===== config.mk =====
export PLATFORM = sky130hd
export DESIGN_NAME = msort_ctrl
export DESIGN_NICKNAME = d
export VERILOG_FILES = /design/src/hw/rtl/msort_pkg.sv /design/src/hw/rtl/msort_ctrl.sv
export SDC_FILE = /design/constraint.sdc
export NUM_CORES = 1
export LEC_CHECK = 0
export BUFFER_PORTS_ARGS = -buffer_cell sky130_fd_sc_hd__buf_2
export CAP_MARGIN = 20
export CORE_AREA = 2 2 39 41
export DETAILED_ROUTE_END_ITERATION = 10
export DIE_AREA = 0 0 41 43
export PLACE_DENSITY_LB_ADDON = 0.12
export SYNTH_ARGS = -nofsm -noshare
export SYNTH_HDL_FRONTEND = slang
export SYNTH_SLANG_ARGS = --single-unit

===== constraint.sdc =====
create_clock -name aclk -period 3 [get_ports aclk]
set_input_delay 0.6 -clock aclk [delete_from_list [all_inputs] [get_ports aclk]]
set_output_delay 0.6 -clock aclk [all_outputs]
set_load 0.02 [all_outputs]

===== src/hw/rtl/msort_pkg.sv =====
`default_nettype none

package msort_pkg;

    localparam int unsigned DATA_W = 32;

    typedef enum logic [2:0] {
        ST_LOAD,
        ST_PASS_CHK,
        ST_RUN_CHK,
        ST_MRG_RD,
        ST_MRG_WR,
        ST_OUT_RD,
        ST_OUT_SHOW
    } msort_state_t;

    // commands from controller to datapath
    typedef struct packed {
        logic load;       // store input value, or flag overflow when full
        logic sort_init;  // run width 1, source bank 0
        logic pass_init;  // first run of a pass
        logic run_init;   // set up pointers for the run at lo
        logic run_next;   // step lo to the next run pair
        logic pass_next;  // double run width, swap banks
        logic rd_issue;   // read heads of both runs
        logic mrg_wr;     // write smaller head to destination bank
        logic out_init;   // output index to zero
        logic out_rd;     // read sorted element at output index
        logic out_next;   // advance output index
        logic clear;      // batch done, drop count and overflow flag
    } msort_cmd_t;

    // status from datapath to controller
    typedef struct packed {
        logic width_ge_n; // all passes done
        logic lo_ge_n;    // all runs of this pass done
        logic k_eq_hi;    // current merge finished
        logic k_last;     // output index on final element
    } msort_sts_t;

endpackage

`default_nettype wire


===== src/hw/rtl/msort_ctrl.sv =====
`default_nettype none

module msort_ctrl
    import msort_pkg::*;
(
    input  wire logic       aclk,
    input  wire logic       aresetn,
    input  wire logic       s_tvalid,
    input  wire logic       s_tlast,
    input  wire logic       m_tready,
    input  wire msort_sts_t sts,
    output logic            s_tready,
    output logic            m_tvalid,
    output msort_cmd_t      cmd
);

    msort_state_t state_reg, state_next;

    always_ff @(posedge aclk) begin
        if (!aresetn) begin
            state_reg <= ST_LOAD;
        end else begin
            state_reg <= state_next;
        end
    end

    always_comb begin
        state_next = state_reg;
        cmd        = '0;
        s_tready   = 1'b0;
        m_tvalid   = 1'b0;
        case (state_reg)
            ST_LOAD: begin
                s_tready = 1'b1;
                if (s_tvalid) begin
                    cmd.load = 1'b1;
                    if (s_tlast) begin
                        cmd.sort_init = 1'b1;
                        state_next    = ST_PASS_CHK;
                    end
                end
            end
            ST_PASS_CHK: begin
                if (sts.width_ge_n) begin
                    cmd.out_init = 1'b1;
                    state_next   = ST_OUT_RD;
                end else begin
                    cmd.pass_init = 1'b1;
                    state_next    = ST_RUN_CHK;
                end
            end
            ST_RUN_CHK: begin
                if (sts.lo_ge_n) begin
                    cmd.pass_next = 1'b1;
                    state_next    = ST_PASS_CHK;
                end else begin
                    cmd.run_init = 1'b1;
                    state_next   = ST_MRG_RD;
                end
            end
            ST_MRG_RD: begin
                if (sts.k_eq_hi) begin
                    cmd.run_next = 1'b1;
                    state_next   = ST_RUN_CHK;
                end else begin
                    cmd.rd_issue = 1'b1;
                    state_next   = ST_MRG_WR;
                end
            end
            ST_MRG_WR: begin
                cmd.mrg_wr = 1'b1;
                state_next = ST_MRG_RD;
            end
            ST_OUT_RD: begin
                cmd.out_rd = 1'b1;
                state_next = ST_OUT_SHOW;
            end
            ST_OUT_SHOW: begin
                m_tvalid = 1'b1;
                if (m_tready) begin
                    if (sts.k_last) begin
                        cmd.clear  = 1'b1;
                        state_next = ST_LOAD;
                    end else begin
                        cmd.out_next = 1'b1;
                        state_next   = ST_OUT_RD;
                    end
                end
            end
            default: begin
                state_next = ST_LOAD;
            end
        endcase
    end

    a_one_side: assert property (@(posedge aclk) disable iff (!aresetn)
        !(s_tready && m_tvalid))
        else $error("input and output open together");

endmodule

`default_nettype wire

# After elaboration in Yosys (flattened, before gate mapping)
# Cells that the tools add are included.
# word_totals
ff_bits	3
input_bits	9
word_cells	43
# op_classes
n_eq_ne	9
muxes	31
n_reduce_logical	2
# ops
operator	count
one-hot mux 3 bit (7 select lines)	1
2-to-1 mux 1 bit	19
2-to-1 mux 3 bit	6
2-to-1 mux 2 bit	5
== test 3 bit (second input constant)	3
== test 3 x 2 -> 1 bit (second input constant)	2
inequality test 2 bit (second input constant)	3
== test 3 x 1 -> 1 bit (second input constant)	1
zero test 3 bit	1
AND reduction 3 bit	1

# Depth between registers and ports, before layout
# logic_depth
ltp_word	3
ltp_mapped	4
ltp_nobuf	3

# Least setup slack after synthesis
# Ideal clock, no wire load.
# synth_path
kind	register to output
startpoint	register state_reg[2]
endpoint	output port cmd[10] (netlist name)
arrival_time_ns	1.415
required_time_ns	2.400
setup_slack_ns	0.985
stages_incl_launch_ff	4
cell_sequence	dfxtp_1 buf_2 nor3_1 and3_1
# synth_rtl
item	line	source
from (decl)	msort_ctrl.sv:17	msort_state_t state_reg, state_next;
from (signal assigned)	msort_ctrl.sv:23	state_reg <= state_next;
to (decl)	msort_ctrl.sv:14	output msort_cmd_t cmd

==> impl_metrics.csv <==
group,metric,value,unit
finish,num_antenna_cells,0,
critical_path,worstPathRequired,2.40,ns
floorplan,io_pins,23,
sta,period_share,66.94,%
floorplan,initial_core_util,24.32,%
logic_synthesis,synth_top_area_share,17.84,%
sta,timing.setup.tns,0,ns
clock_network,cts.sinks,3,
run,drv_cap,0,
logic_synthesis,yosys_register_bits,3,
logic_synthesis,netlist-cell-type-count,27,
routing,wl,847,µm
sta,slew_violations,0,
logic_synthesis,synthCells,44,
finish,seqCellArea,60.06,µm²
run_status,status,"finished clean",
clock_network,ctsHoldBuffers,0,
critical_path,start_kind,"flop",
worst_hold_path,min_from,"aresetn",
sta,whs,0.6539,ns
finish,nets,77,
clock_network,cts_resized,0,
logic_synthesis,synth_area,336.6,µm²
critical_path,worst-path-buf-inv,1,
logic_synthesis,yosys.area.top_type,"dfxtp_1",
critical_path,endpoint_kind,"primary output",
routing,drtIter0Drc,2,
critical_path,worstPathArrival,1.41,ns
clock_network,clk_path_buf_depth,2,
routing,dr.pass1.iters,3,
routing,via_count,401,
clock_network,cts-root-buf,"clkbuf_4",
critical_path,r2r_cells,3,
clock_network,h-tree-depth,1,
routing,via_per_inst,4.831,
global_routing,grt_overflow,0,
global_routing,grt_max_degree,17,
critical_path,critPathSlowestCell,"dfxtp_1",
finish,final_cell_area,469.2,µm²
finish,layout-drive-gt1-share,40.30,%
placement,gp_congestion,0.6879,
finish,fin_cells,83,
sta,max_freq,498.0,MHz
global_routing,grt_pass1_wl,1193,µm
clock_network,post-cts-setup-buffer-count,0,
finish,multi_input_area,241.5,µm²
placement,post_dp_cell_area,442.9,µm²
logic_synthesis,ys_warn_count,0,
logic_synthesis,ys_seq_area_share,17.84,%
floorplan,die-area,1763,µm²
placement,placed_cells,79,
global_routing,antenna_found_initial,0,
clock_network,cts_tree,"yes",
finish,largest_reg_flops,3,
power,p_total,184.9,µW
sta,worstMarginPinSlew,0.4466,ns
critical_path,cpPeakStageDelay,0.58,ns
critical_path,critPathTopFamily,"flip-flops",
placement,post-place-ws,1.219,ns
sta,max_slew_margin,70.19,%
routing,avgRoutedWirePerCell,10.20,µm
floorplan,core_area,1384,µm²
critical_path,path_max_fanout,16,
critical_path,path_cells,"and3b_1 -> and3_1 -> buf_2",
sta,fin_skew,0.001649,ns
power,ir_drop,0.0001762,V
finish,final_common_cell,"buf_2",
clock_network,cts_buffers,3,
floorplan,die_w,41,µm
critical_path,crit_path_start,"state_reg[2]",
logic_synthesis,synth_fp_nets,53,
floorplan,die_h,43,µm
sta,grt_setup_unrepaired,"false",
power,p_per_area,394.0,nW/µm²
routing,drc,0,
sta,fin_crit,2.008,ns
placement,detailedPlacementHpwl,640.7,µm
logic_synthesis,yosys-top-cells-area,"dfxtp_1, and3b_1, and3_1",
critical_path,path_depth,3,
finish,final_cell_mix,"buf_2, nand2_1",
sta,setup_viol,0,
sta,hold_viol_final,0,
clock_network,path_clk_slew,0.03,ns
critical_path,r2r-start,"state_reg[2]",
critical_path,critPathKind,"reg2out",
worst_hold_path,worstHoldPathType,"in2reg",
finish,nFillCells,168,
finish,post-route-util,33.91,%
logic_synthesis,syn-mean-instance-area,7.649,µm²
power,cellLeakagePower,0.2522,nW
global_routing,first_global_vias,320,
floorplan,rows,14,
finish,area_growth,39.41,%
sta,layout_setup_ws,0.9919,ns
global_routing,track_usage,9.829,%
placement,io_buffer_count,22,
routing,drtAntennaViolNets,0,
worst_hold_path,hold_path_depth,3,
clock_network,clkLatencyLatePin,0.23,ns
## worst register-to-register path: stages (launching register included)
cell and delay [ns]:
dfxtp_1 0.58, and4bb_1 0.26, nor4_1 0.29, o21ai_1 0.11
## area by class of cell
cell class	instances	share of cell area (%)
clock buffer	4	5.600
timing repair buffer	22	23.47
multi-input combinational	35	51.47
sequential	3	12.80
inverter	3	2.400
tap	16	4.267
## routing by layer
| layer | wire [µm] | global-route usage, % | share of wire (%) | vias to the layer above |
|---|---|---|---|---|
| met5 | 0 | 0 | 0 | - |
| met2 | 395 | 13.75 | 47 | 12 |
| met3 | 44 | 0 | 5.2 | 0 |
| met4 | 0 | 8.000 | 0 | 0 |
| li1 | - | - | - | 210 |
| met1 | 407 | 13.46 | 48 | 179 |
## where the power goes
group	total [mW]	internal, mW	switching [mW]
clock network	0.0697	0.0498	0.0199
registers	0.0546	0.0437	0.0109
logic	0.0606	0.0267	0.0339
## cells in the mapped netlist, drive strengths merged
cell type	n
a2111o	1
a21boi	1
a221oi	1
and2	1
and2b	1
and3	3
and3b	3
and4bb	2
buf	3
dfxtp	3
inv	3
nand2	4
nand2b	2
nand3	1
nand3b	1
nor2	2
nor2b	2
nor3	3
nor4	2
nor4b	1
o211ai	2
o21ai	1
o221ai	1
## final timing paths
check / slack (ns) / to
hold reg to reg: 0.70 / state_reg[1]
setup / recovery: 0.99 / cmd[0]
hold / removal: 0.65 / state_reg[2]
setup reg to reg: 1.63 / state_reg[2]
## cell families (layout without fill, tap and decap cells)
group | Yosys count | in the layout | share of synthesized area (%)
and+or+nand+nor | 28 | 28 | 53.53
DFF | 3 | 3 | 17.84
AOI/OAI and AO/OA | 7 | 7 | 18.22
buffers and inverters | 6 | 29 | 10.41
Power figures use the tool's default switching activity.
